`src/rtl/vn_pkg.sv`:
```
// ---------------------------------------------------------------------------
// vn_pkg
// Shared widths and pipeline latencies for the vector normalizer.
// ---------------------------------------------------------------------------
package vn_pkg;
  localparam int COMP_W   = 16;  // input component width
  localparam int MAG_W    = 16;  // component magnitude width
  localparam int SQ_W     = 32;  // square / sum of squares width
  localparam int LEN_W    = 16;  // vector length width
  localparam int Q_W      = 15;  // unsigned quotient width (max 16384)
  localparam int FRAC_W   = 15;  // one plus fraction bits of the rounded quotient
  localparam int SQRT_LAT = 16;  // square root stages
  localparam int DIV_LAT  = 16;  // divider setup plus quotient stages
endpackage

```
`src/rtl/vn_sqrt.sv`:
```
// ---------------------------------------------------------------------------
// vn_sqrt
// Pipelined integer square root, one result bit per stage, floor rounding.
// ---------------------------------------------------------------------------
module vn_sqrt (
  input  logic                     clk,
  input  logic                     en,
  input  logic [vn_pkg::SQ_W-1:0]  sum,
  output logic [vn_pkg::LEN_W-1:0] root
);
  import vn_pkg::*;

  logic [SQ_W-1:0] rem_r  [1:SQRT_LAT];
  logic [SQ_W-1:0] root_r [1:SQRT_LAT];

  // one compare and subtract per stage
  for (genvar k = 0; k < SQRT_LAT; k++) begin : g_stage
    localparam logic [SQ_W-1:0] Bit = SQ_W'(1) << (SQ_W - 2 - 2 * k);
    logic [SQ_W-1:0] rem_cur;
    logic [SQ_W-1:0] root_cur;
    logic [SQ_W-1:0] trial;
    logic [SQ_W-1:0] rem_nxt;
    logic [SQ_W-1:0] root_nxt;

    // stage zero is the incoming sum
    if (k == 0) begin : g_first
      assign rem_cur  = sum;
      assign root_cur = '0;
    end else begin : g_next
      assign rem_cur  = rem_r[k];
      assign root_cur = root_r[k];
    end

    always_comb begin
      trial = root_cur + Bit;
      if (rem_cur >= trial) begin
        rem_nxt  = rem_cur - trial;
        root_nxt = (root_cur >> 1) + Bit;
      end else begin
        rem_nxt  = rem_cur;
        root_nxt = root_cur >> 1;
      end
    end

    always_ff @(posedge clk) begin
      if (en) begin
        rem_r[k+1]  <= rem_nxt;
        root_r[k+1] <= root_nxt;
      end
    end
  end

  assign root = root_r[SQRT_LAT][LEN_W-1:0];
endmodule

```
`config.mk`:
```
export PLATFORM = sky130hd
export DESIGN_NAME = vn_sqrt
export DESIGN_NICKNAME = d
export VERILOG_FILES = /design/src/rtl/vn_pkg.sv /design/src/rtl/vn_sqrt.sv
export SDC_FILE = /design/constraint.sdc
export NUM_CORES = 1
export LEC_CHECK = 0
export BUFFER_PORTS_ARGS = -buffer_cell sky130_fd_sc_hd__buf_4
export CORE_UTILIZATION = 35
export CTS_CLUSTER_SIZE = 25
export DETAILED_ROUTE_END_ITERATION = 8
export HOLD_SLACK_MARGIN = 0.03
export REMOVE_ABC_BUFFERS = 1
export SYNTH_ARGS = -nofsm -noshare
export SYNTH_HDL_FRONTEND = slang
export SYNTH_SLANG_ARGS = --single-unit
```
`constraint.sdc`:
```
create_clock -name clk -period 3.47 [get_ports clk]
set_input_delay 0 -clock clk [delete_from_list [all_inputs] [get_ports clk]]
set_output_delay 0 -clock clk [all_outputs]
set_load 0.05 [all_outputs]
```
==> qor.txt <==
Area after DPL - 31150 um2
DR iter-0 viols - 970
Area occupied by multi-input gates - 9838 um2
Post-route cell area - 33710 um2
Post-layout util - 0.4099
Skew-Pair Late Insertion Delay - 0.63 ns
Final Total Pwr - 20.44 mW
TritonCTS clock tree - yes
Synth Cell Area - 29150 um2
Setup TNS - 0 ns
Seq/Total Area, Yosys - 0.6345
Seq cells post-synth - 616
Cell variety after synth - 75
Arr. time, crit path - 3.65 ns
RePlAce Congestion - 1.024
Worst path required time - 3.84 ns
Ys async rst share - 0
Setup Buffers After CTS - 0
Final setup margin - 0.1852 ns
Place WS - 0.2408 ns
Antenna fix cells - 0
Reg clk slew, reported paths - 0.06 ns
Initial antenna violation count - 0
Static leakage - 12.60 nW
Mapped Avg Cell Area - 12.93 um2
DR pass1 iterations - 6
RSZ-0062 raised after global routing - false
Crit share post-route - 0.9466
Die Y - 290.6 um
Filler Cells Inserted - 7484
Max-slew headroom - 0.2709
H-tree depth - 3
Root Driver - clkbuf_16
Cells after DPL - 3381
Startpoint types - flip-flop
Status - complete, no violations
Layout area overhead - 15.63%
I/O pin total - 50
Crit. End Element - flip-flop
Share of cells above drive strength 1 - 0.1041
DRC violations left - 0
Crit Path Class - reg2reg
Post-synth EDFFs - 616
# Max-Cap Violations - 0
FP Rows - 105
# port buffers - 49
Peak supply drop - 431.9 uV
WL/cell - 15.83 um
Fin nets - 2599
First-pass GRT wire length - 91.37 mm
Chip Width - 290.6 um
DR vias - 17860
Hold WC Path Type - in2reg
Fmax - 304.4 MHz
Cts bufs inserted - 68
Warnings, synthesis - 0
Critical path peak fanout - 6
Sequential cell area - 18500 um2
Largest net degree at the start of global routing - 125
Drt total wl - 56.02 mm
Synth Flop Type - edfxtp_1
Mapped Cells - 2254
Total track usage - 0.1336
Bufs on Longest Clock Path - 3
Vias in the first global route - 18740
Min cycle time layout - 3.285 ns
Vias/cell - 5.047
Gr ovfl total - 0
Clock sinks - 616
Core area - 82240 um2
Setup violations, final - 0
Hold WS - 0.1048 ns
Setup Skew - 0.03753 ns
Starting density of the core - 0.3545
Final ANT Viol Nets - 0
Non-Filler Instances - 3539
Hold Vio Cnt, Final - 0
Final slew viol count - 0
Die area - 84460 um2
Slew @ Worst Pin - 1.066 ns
Post-detail-place hpwl - 40.88 mm
Power per cell area - 606.2 nW/um2
critical path, stage by stage, from the launching register on:
cell and delay [ns]:
edfxtp_1 0.38, inv_1 0.06, ha_1 0.36, a21oi_1 0.17, a21oi_1 0.10, a211oi_1 0.49
o21ai_0 0.36, a21o_1 0.30, a2111oi_0 0.57, buf_4 0.21, xor2_1 0.06
final cells by class:
class	instances	share of cell area
inverters	181	0.02015
well taps	1070	0.03971
multi-input cells	1418	0.2918
clock inverters	45	0.01396
clock buffers	79	0.05170
repair buffers	130	0.03392
flip-flops and latches	616	0.5487
repair_timing:
item / in CTS / in global routing
hold buffers: 34 / 0
setup endpoints to repair: 0 / 10
hold endpoints to repair: 91 / 0
gates resized for setup: 0 / 1
cells in the final DEF (no fill, tap or decap), types with 74 or more instances in the layout:
master and n:
nand2_1 113, nor2_1 148, nor4_1 74, edfxtp_1 616, xnor2_1 102, xor2_1 95
buf_4 89, o21ai_0 110, inv_1 180, ha_1 150, a21oi_1 116
kinds of logic (layout without fill, tap and decap cells):
| kind of cell | Yosys count | count (layout) | synth area share |
|---|---|---|---|
| buffers and inverters | 220 | 435 | 0.02910 |
| muxes | 14 | 14 | 0.005579 |
| xor gates and xnor gates | 198 | 198 | 0.05974 |
| DFF | 616 | 616 | 0.6345 |
| and+or+nand+nor | 656 | 656 | 0.1205 |
| AOI/OAI and AO/OA | 400 | 400 | 0.08622 |
| adders and majority gates | 150 | 150 | 0.06437 |
sequential cells by signal, indices dropped and copies added (netlist names):
name,cells
rem_r,480
root_r,136
synth_stat cells (34+ instances only):
library cell	count	area [um2]
ha_1	150	1877
a21oi_1	117	585.6
inv_1	180	675.7
edfxtp_1	616	18500
clkbuf_1	35	131.4
nor4_1	75	469.2
o21ai_0	111	555.5
xor2_1	95	832.1
xnor2_1	102	893.4
nand2b_1	34	212.7
nand2_1	113	424.2
nor3_1	53	265.3
nor2_1	149	559.3
nand4_1	45	281.5
report_power, final:
part	internal (mW)	switching, mW
clock	4.05	2.99
combinational	1.50	1.90
sequential	9.37	0.623
total	14.9	5.51
path summary, 6_finish.rpt:
check                                         startpoint                        to  depth (start not counted)  slack, ns
worst max-delay path            root_r[0][453]$_DFFE_PP_   rem_r[0][505]$_DFFE_PP_                         10       0.19
worst min-delay path                              sum[2]    rem_r[0][34]$_DFFE_PP_                          2       0.10
worst max register to register  root_r[0][453]$_DFFE_PP_   rem_r[0][505]$_DFFE_PP_                         10       0.19
worst min register to register  root_r[0][336]$_DFFE_PP_  root_r[0][367]$_DFFE_PP_                          0       0.43
routing by layer:
layer  track usage  vias to the layer above  share of wire
met5             0                        -              0
met4       0.07149                        0          0.046
met3       0.02577                      159          0.035
met2        0.2752                      394           0.57
met1        0.1186                     8510           0.35
li1              -                     8798              -
No activity file was read; power rests on OpenSTA's default activity.
