$ cat src/rtl/vn_pkg.sv
// ---------------------------------------------------------------------------
// vn_pkg
// Shared widths and pipeline latencies for the vector normalizer.
// ---------------------------------------------------------------------------
package vn_pkg;
  localparam int COMP_W   = 16;  // input component width
  localparam int MAG_W    = 16;  // component magnitude width
  localparam int SQ_W     = 32;  // square / sum of squares width
  localparam int LEN_W    = 16;  // vector length width
  localparam int Q_W      = 15;  // unsigned quotient width (max 16384)
  localparam int FRAC_W   = 15;  // one plus fraction bits of the rounded quotient
  localparam int SQRT_LAT = 16;  // square root stages
  localparam int DIV_LAT  = 16;  // divider setup plus quotient stages
endpackage

$ cat src/rtl/vn_div_lane.sv
// ---------------------------------------------------------------------------
// vn_div_lane
// Pipelined restoring divider for one component: round(mag * 16384 / len).
// ---------------------------------------------------------------------------
module vn_div_lane (
  input  logic                     clk,
  input  logic                     en,
  input  logic [vn_pkg::MAG_W-1:0] mag,
  input  logic [vn_pkg::LEN_W-1:0] len,
  output logic [vn_pkg::Q_W-1:0]   quo
);
  import vn_pkg::*;

  localparam int NUM_W = MAG_W + FRAC_W;   // rounded numerator width
  localparam int DEN_W = LEN_W + 1;        // doubled length width
  localparam int STEPS = DIV_LAT - 1;

  logic [DEN_W-1:0]  den_r [0:STEPS];
  logic [DEN_W-1:0]  rem_r [0:STEPS];
  logic [FRAC_W-1:0] low_r [0:STEPS];
  logic [Q_W-1:0]    quo_r [0:STEPS];
  logic [NUM_W-1:0]  num;

  // numerator mag*2^15 + len, high part is already below the divisor
  assign num = {mag, {FRAC_W{1'b0}}} + NUM_W'(len);

  always_ff @(posedge clk) begin
    if (en) begin
      den_r[0] <= {len, 1'b0};
      rem_r[0] <= DEN_W'(num[NUM_W-1:FRAC_W]);
      low_r[0] <= num[FRAC_W-1:0];
      quo_r[0] <= '0;
    end
  end

  // one quotient bit per stage
  for (genvar k = 0; k < STEPS; k++) begin : g_step
    logic [DEN_W:0]   shifted;
    logic [DEN_W-1:0] rem_nxt;
    logic             qbit;

    always_comb begin
      shifted = {rem_r[k], low_r[k][FRAC_W-1]};
      qbit    = shifted >= {1'b0, den_r[k]};
      rem_nxt = qbit ? DEN_W'(shifted - {1'b0, den_r[k]}) : shifted[DEN_W-1:0];
    end

    always_ff @(posedge clk) begin
      if (en) begin
        den_r[k+1] <= den_r[k];
        rem_r[k+1] <= rem_nxt;
        low_r[k+1] <= low_r[k] << 1;
        quo_r[k+1] <= {quo_r[k][Q_W-2:0], qbit};
      end
    end
  end

  assign quo = quo_r[STEPS];
endmodule

$ cat config.mk
export PLATFORM = sky130hd
export DESIGN_NAME = vn_div_lane
export DESIGN_NICKNAME = d
export VERILOG_FILES = /design/src/rtl/vn_pkg.sv /design/src/rtl/vn_div_lane.sv
export SDC_FILE = /design/constraint.sdc
export NUM_CORES = 1
export LEC_CHECK = 0
export ABC_CLOCK_PERIOD_IN_PS = 2900
export BUFFER_PORTS_ARGS = -buffer_cell sky130_fd_sc_hd__buf_2
export CAP_MARGIN = 0
export CORE_MARGIN = 8
export CORE_UTILIZATION = 40
export CTS_BUF_LIST = sky130_fd_sc_hd__clkbuf_16
export DETAILED_ROUTE_END_ITERATION = 12
export SYNTH_ARGS = -nofsm -noshare
export SYNTH_HDL_FRONTEND = slang
export SYNTH_SLANG_ARGS = --single-unit
$ cat constraint.sdc
create_clock -name clk -period 2.9 [get_ports clk]
set_input_delay 0.29 -clock clk [delete_from_list [all_inputs] [get_ports clk]]
set_output_delay 0.29 -clock clk [all_outputs]
set_load 0.02 [all_outputs]
==> metrics.txt, run 1 <==
drt first-iter violations ~1,500; site row count 105; Critical Path Sink Type register; VDD IR max 0.483 mV; # clock sinks 600; post-DR vias/cell between 5 and 6; startpoint types register; Clock Latency Late Sink 610 ps; TritonCTS Buffers 70; Die W 304 um; FF+latch count, synth 600; CTS tree done; core area between 0.08 and 0.09 mm2; total grt overflow 0; syn nets between 3,000 and 4,000; Synth Instances 2,761; HP Start mag[1]; FFs w/ async S/R, synth 0%; register area share after synthesis a little over half; number of synthesized flops with an enable pin 600; die height slightly above 300 um; P&R area growth vs syn 15.9%; drc violations 0; Port Buffer Count 48; HP Class primary input to register; worst relative slew slack approximately 58%; WS Path Type register to register; Power Density approximately 1100 mW/mm2; GRT Total Usage roughly 16%; placed cell count slightly below 4,000; initial antenna violation count 0; top cells by area, synth edfxtp_1 (54%), ha_1 (9.1%), mux2_2 (4.1%); final hold vios 0; WP data required roughly 3200 ps; wire per inst approximately 19 um; met3 WL post-DR about 2800 um; Clock transition at path regs 60 ps; DR top layer met4; Design Area, Final slightly below 0.04 mm2; nets 3,285; post-route setup slack between 40 and 50 ps; routability congestion estimate 0.906; Ys Warns 0; final std cells w/o fill ~4,100; Initial Utilization between 40 and 50%; antenna fix cells 0; met2 wire length roughly 37,000 um; Synth top area share between 50% and 60%; die area a little over 0.09 mm2; dpl hpwl 58,100 um; Worst EP arrival roughly 3200 ps; final total power 40.4 mW; end-of-flow core utilization 46.8%; clk buf depth 3; Post-synth top cells edfxtp_1 (600), inv_1 (294), ha_1 (241); reg2reg start rem_r[1][18]; DP Area about 0.036 mm2; max-slew violation count 0; Clock Root Buffer clkbuf_16; most common flop cell mapped by yosys edfxtp_1; Pre-antenna DRT Iters 5; Yosys cell types 84; wl on met1 about 34,000 um; crit-path max FO 16; Setup violations, final 0; IO Pins ~50; area leader, netlist edfxtp_1; worst-margin pin slew between 600 and 700 ps; Avg Cell Area, Syn between 10 and 15 um2; Leak approximately 16 nW; vias in the first global route approximately 22,000; most common cell in the synthesized netlist edfxtp_1; H-tree depth 3; pre-CTS setup slack 23.9 ps; layout cells sized above 1 15.6%; Detailed Route WL between 70,000 and 80,000 um; Vias about 22,000; FMAX 0.350 GHz; pin count of the biggest net entering global routing ~110; remaining antenna violation count 0; fin crit share 98.6%; first-pass GRT wire length between 100,000 and 150,000 um; Layout Skew about 23 ps; Period minus WS final 2860 ps; outcome finished clean; Syn Std Cell Area between 0.03 and 0.04 mm2; maxcap violations 0; CP Launch Point rem_r[1][18]
## layer usage
layer	vias up	track usage (%)
li1	10800	-
met1	10600	20.6
met2	468	27.5
met3	162	2.52
met4	0	6.43
met5	-	0
## sequential cells by signal, indices dropped and copies added, names as in the netlist
signal and flops:
den_r 121, low_r 105, quo_r 120, rem_r 254
## path summary, 6_finish.rpt
check | to | slack, ps | cells past startpoint
max | rem_r[1][37] | 40 | 10
min reg2reg | quo_r[13][9] | 410 | 0
max reg2reg | rem_r[1][37] | 40 | 10
min | rem_r[0][1] | 50 | 2
## critical path, stage by stage (launching register included)
cell,delay [ps]
edfxtp_1,390
ha_1,320
nor2b_1,150
o31a_1,260
o31ai_1,410
buf_4,200
a21oi_1,80
nor3_1,240
o21ai_2,100
buf_12,160
mux2_2,270
## cell type report
| class | count | area (um2) |
|---|---|---|
| Fill cell | 7293 | 43700 |
| Sequential cell | 600 | 18000 |
| Multi-Input combinational cell | 1827 | 13900 |
| Clock buffer | 71 | 1780 |
| Timing Repair Buffer | 202 | 1670 |
| Tap cell | 1070 | 1340 |
| Inverter | 295 | 1110 |
| Clock inverter | 55 | 609 |
## metrics by stage
stage          setup TNS, ps  hold WS, ps
2_1_floorplan              0          389
3_3_place_gp               0          400
3_5_place_dp               0          405
4_1_cts                    0         2.94
5_1_grt                 -265         29.7
6_report                   0         49.3
## power breakdown
part | switching, mW | total, mW | internal [mW]
registers | 1.33 | 13.9 | 12.5
logic | 9.15 | 17.5 | 8.33
clock network | 3.58 | 8.99 | 5.41
total | 14.1 | 40.4 | 26.3
## cell usage in the layout (no fill, tap or decap), drive strengths merged, types with 19 or more instances in the layout
cell	n
nor2	178
clkbuf	71
edfxtp	600
dlygate4sd3	28
nand3	28
buf	174
a211oi	24
nor2b	47
ha	241
xnor2	97
nor3	49
nand4	27
a21oi	186
mux2i	25
mux2	136
nand2	133
nand2b	24
o31a	29
o21a	62
inv	308
a31oi	19
a21o	71
xor2	39
clkinv	27
o21ai	146
## logic make-up after synthesis
group | after synthesis | synth area share, %
AO/OA/AOI/OAI | 689 | 13.8
XOR/XNOR | 136 | 3.59
adder cells (fa/ha/maj) | 255 | 9.95
buffers and inverters | 334 | 4.01
flip-flops | 600 | 54.4
multiplexers | 161 | 5.54
AND/OR/NAND/NOR | 586 | 8.78
## what timing repair did
action,CTS,global route
buffers inserted,0,5
setup endpoints to repair,0,75
hold endpoints to repair,28,0
resized for setup,0,27
hold buffers,28,0
Note: power is estimated with default switching activity, not from simulation.
==> run 2, diff against run 1 <==
Settings changed: CORE_UTILIZATION 40 to 60, PLACE_DENSITY set to 0.76.
==> run 2 against run 1 <==
Compared with the run above: combinational power increased by 3%; via count rose by 2.8%; count of clock-buffer cells in the layout shrank 10; core utilization up 22 points; critical endpoint is now rem_r[0][26]; hold slack better by 74 ps; wire length fell by 0.55%; power shrank 2.2%; clock skew up 7.9 ps; highest routed layer is now met5; worst setup slack improved by 28 ps; largest cell class unchanged; sequential share of layout area grew 0.53 points; sequential cell count stayed put; largest power group unchanged.
==> metrics.txt, run 2 (synthesis gave the netlist of run 1 again) <==
die area roughly 0.063 mm2; most frequent cells in the layout edfxtp_1 (600), inv_1 (305), ha_1 (234); clock power share 19.0%; global-route met3 utilization under 10%; # clock sinks 600; WP data required between 3000 and 4000 ps; Initial Utilization roughly three fifths; HP Start en; post-DR vias/cell 5.99; Worst EP arrival between 3000 and 4000 ps; Sequential Power Share between 30% and 40%; biggest regs rem_r (254), den_r (121), quo_r (120); TritonCTS Buffers around 60; VDD IR max about 0.74 mV; CTS tree done; maxcap violations 0; Period minus WS final 2830 ps; reg2reg start rem_r[0][1]; reg2reg path depth 9; Layout Skew a little over 30 ps; WS Path Type register to register; Seq. cell area between 0.015 and 0.02 mm2; Clock Latency Late Sink around 630 ps; Clock transition at path regs about 60 ps; Leak between 15 and 20 nW; fin crit share between 90% and 100%; core area 0.0549 mm2; max-slew violation count 0; routability congestion estimate between 0.8 and 0.9; worst relative slew slack about three fifths; drc violations 0; Setup TNS 0 ps; IO Pins 49; H-tree depth 2; top cell family by delay on the critical path compound AO/OA/AOI/OAI gates; global-route layer with the greatest usage met2; die height about 250 um; vias in the first global route ~22,000; Pint roughly 26 mW; R2R Setup Slk roughly 70 ps; Power Density 1040 mW/mm2; met1 GRT Util roughly a third; CP bufs+invs 1; site row count 86; pin count of the biggest net entering global routing 80; slowest cell on the critical path edfxtp_1; first-pass GRT wire length 120,000 um; outcome finished clean; drt first-iter violations 2,031; remaining antenna violation count 0; P&R area growth vs syn 14.6%; grt met2 use roughly two fifths; post-route setup slack approximately 69 ps; # fillers 3,899; nets ~3,300; final hold vios 0; hold path cells 1; Critical Path Sink Type register; Pre-antenna DRT Iters 6; dpl hpwl ~57,000 um; initial antenna violation count 2; FMAX 0.353 GHz; startpoint types register; total grt overflow 0; largest reg by FF count rem_r; Clock Root Buffer clkbuf_16; crit-path max FO 16; Hold Crit Endpoint low_r[8][12]; GRT Total Usage between 20% and 30%; Detailed Route WL 76,100 um; cells along the critical path ha_1 > nor2b_1 > o31a_1 > o31ai_2 > a21o_1 > a21oi_1 > a21oi_2 > buf_12 > mux2_2; Vias ~23,000; combinational share of power 45.9%; clk buf depth 3; Port Buffer Count 48; unrepaired setup endpoints after global routing true; worst reg2reg endpoint rem_r[0][26]; max reg flops 254; Setup violations, final 0; antenna fix cells 0; Sw Share around 35%; wire per inst ~20 um; pre-CTS setup slack -178 ps; layout cells sized above 1 around 17%; Die W ~250 um; CP peak stage delay a little over 400 ps; worst-margin pin slew ~600 ps; footprint of the multi-input gates approximately 0.014 mm2; commonest non-fill, non-tap cell in the layout edfxtp_1; HP Class primary input to register; Sw Pwr between 10 and 15 mW
==> run 2: how the worst max path moves through the flow <==
stage	startpoint	end	slack, ps	cells past startpoint
detailed placement	rem_r[0][51]	rem_r[0][70]	-180	10
global route	rem_r[1][78]	rem_r[1][95]	-40	11
global placement	rem_r[0][51]	rem_r[0][70]	-240	10
CTS	rem_r[1][0]	rem_r[1][32]	20	10
finish	rem_r[0][1]	rem_r[0][26]	70	9
floorplan	low_r[0][1]	rem_r[0][26]	200	10
==> run 2: layer usage <==
| metal | vias to the layer above | share of wire, % |
|---|---|---|
| li1 | 10800 | - |
| met1 | 10900 | 43 |
| met2 | 775 | 47 |
| met3 | 147 | 7.1 |
| met4 | 2 | 2.7 |
| met5 | - | 0.017 |
==> run 2: worst register-to-register path, cell delays in order, from the launching register on <==
cell	delay (ps)
edfxtp_1	410
ha_1	330
nor2b_1	150
o31a_1	280
o31ai_2	270
a21o_1	230
a21oi_1	120
a21oi_2	200
buf_12	190
mux2_2	390
==> run 2: per-stage QoR <==
stage / instances / instance area (um2) / utilization (%) / total power, mW / hold slack (ps)
detailed placement: 3627 / 35400 / 64.5 / 31.3 / 405
global placement: 3627 / 35400 / 64.5 / 30.9 / 401
CTS: 3766 / 37700 / 68.7 / 39.1 / 108
global route: 3777 / 38000 / 69.2 / 41.9 / 113
finish: 3777 / 38000 / 69.2 / 39.4 / 123
floorplan: 2761 / 33100 / - / 26.0 / 389
==> run 2: layout make-up <==
class | count | share of cell area, %
sequential | 600 | 47.4
multi-input combinational | 1828 | 37.0
timing repair buffer | 245 | 5.28
clock buffer | 61 | 4.02
inverter | 295 | 2.93
tap | 704 | 2.32
clock inverter | 44 | 1.01
==> run 2: power by group through the flow <==
| stage | registers, mW | clock network, mW | logic (mW) |
|---|---|---|---|
| floorplan | 13.3 | 0 | 12.7 |
| global placement | 13.9 | 0 | 17.0 |
| detailed placement | 14.0 | 0 | 17.3 |
| CTS | 13.8 | 7.70 | 17.6 |
| global route | 14.0 | 7.98 | 19.9 |
| finish | 13.8 | 7.51 | 18.1 |
==> run 2: what timing repair did <==
item,CTS,global route
setup buffers,2,10
hold buffers,32,0
cloned,0,1
endpoints found under the setup margin,14,97
gates resized for setup,8,57
pin swaps,2,16
hold endpoints to repair,32,0
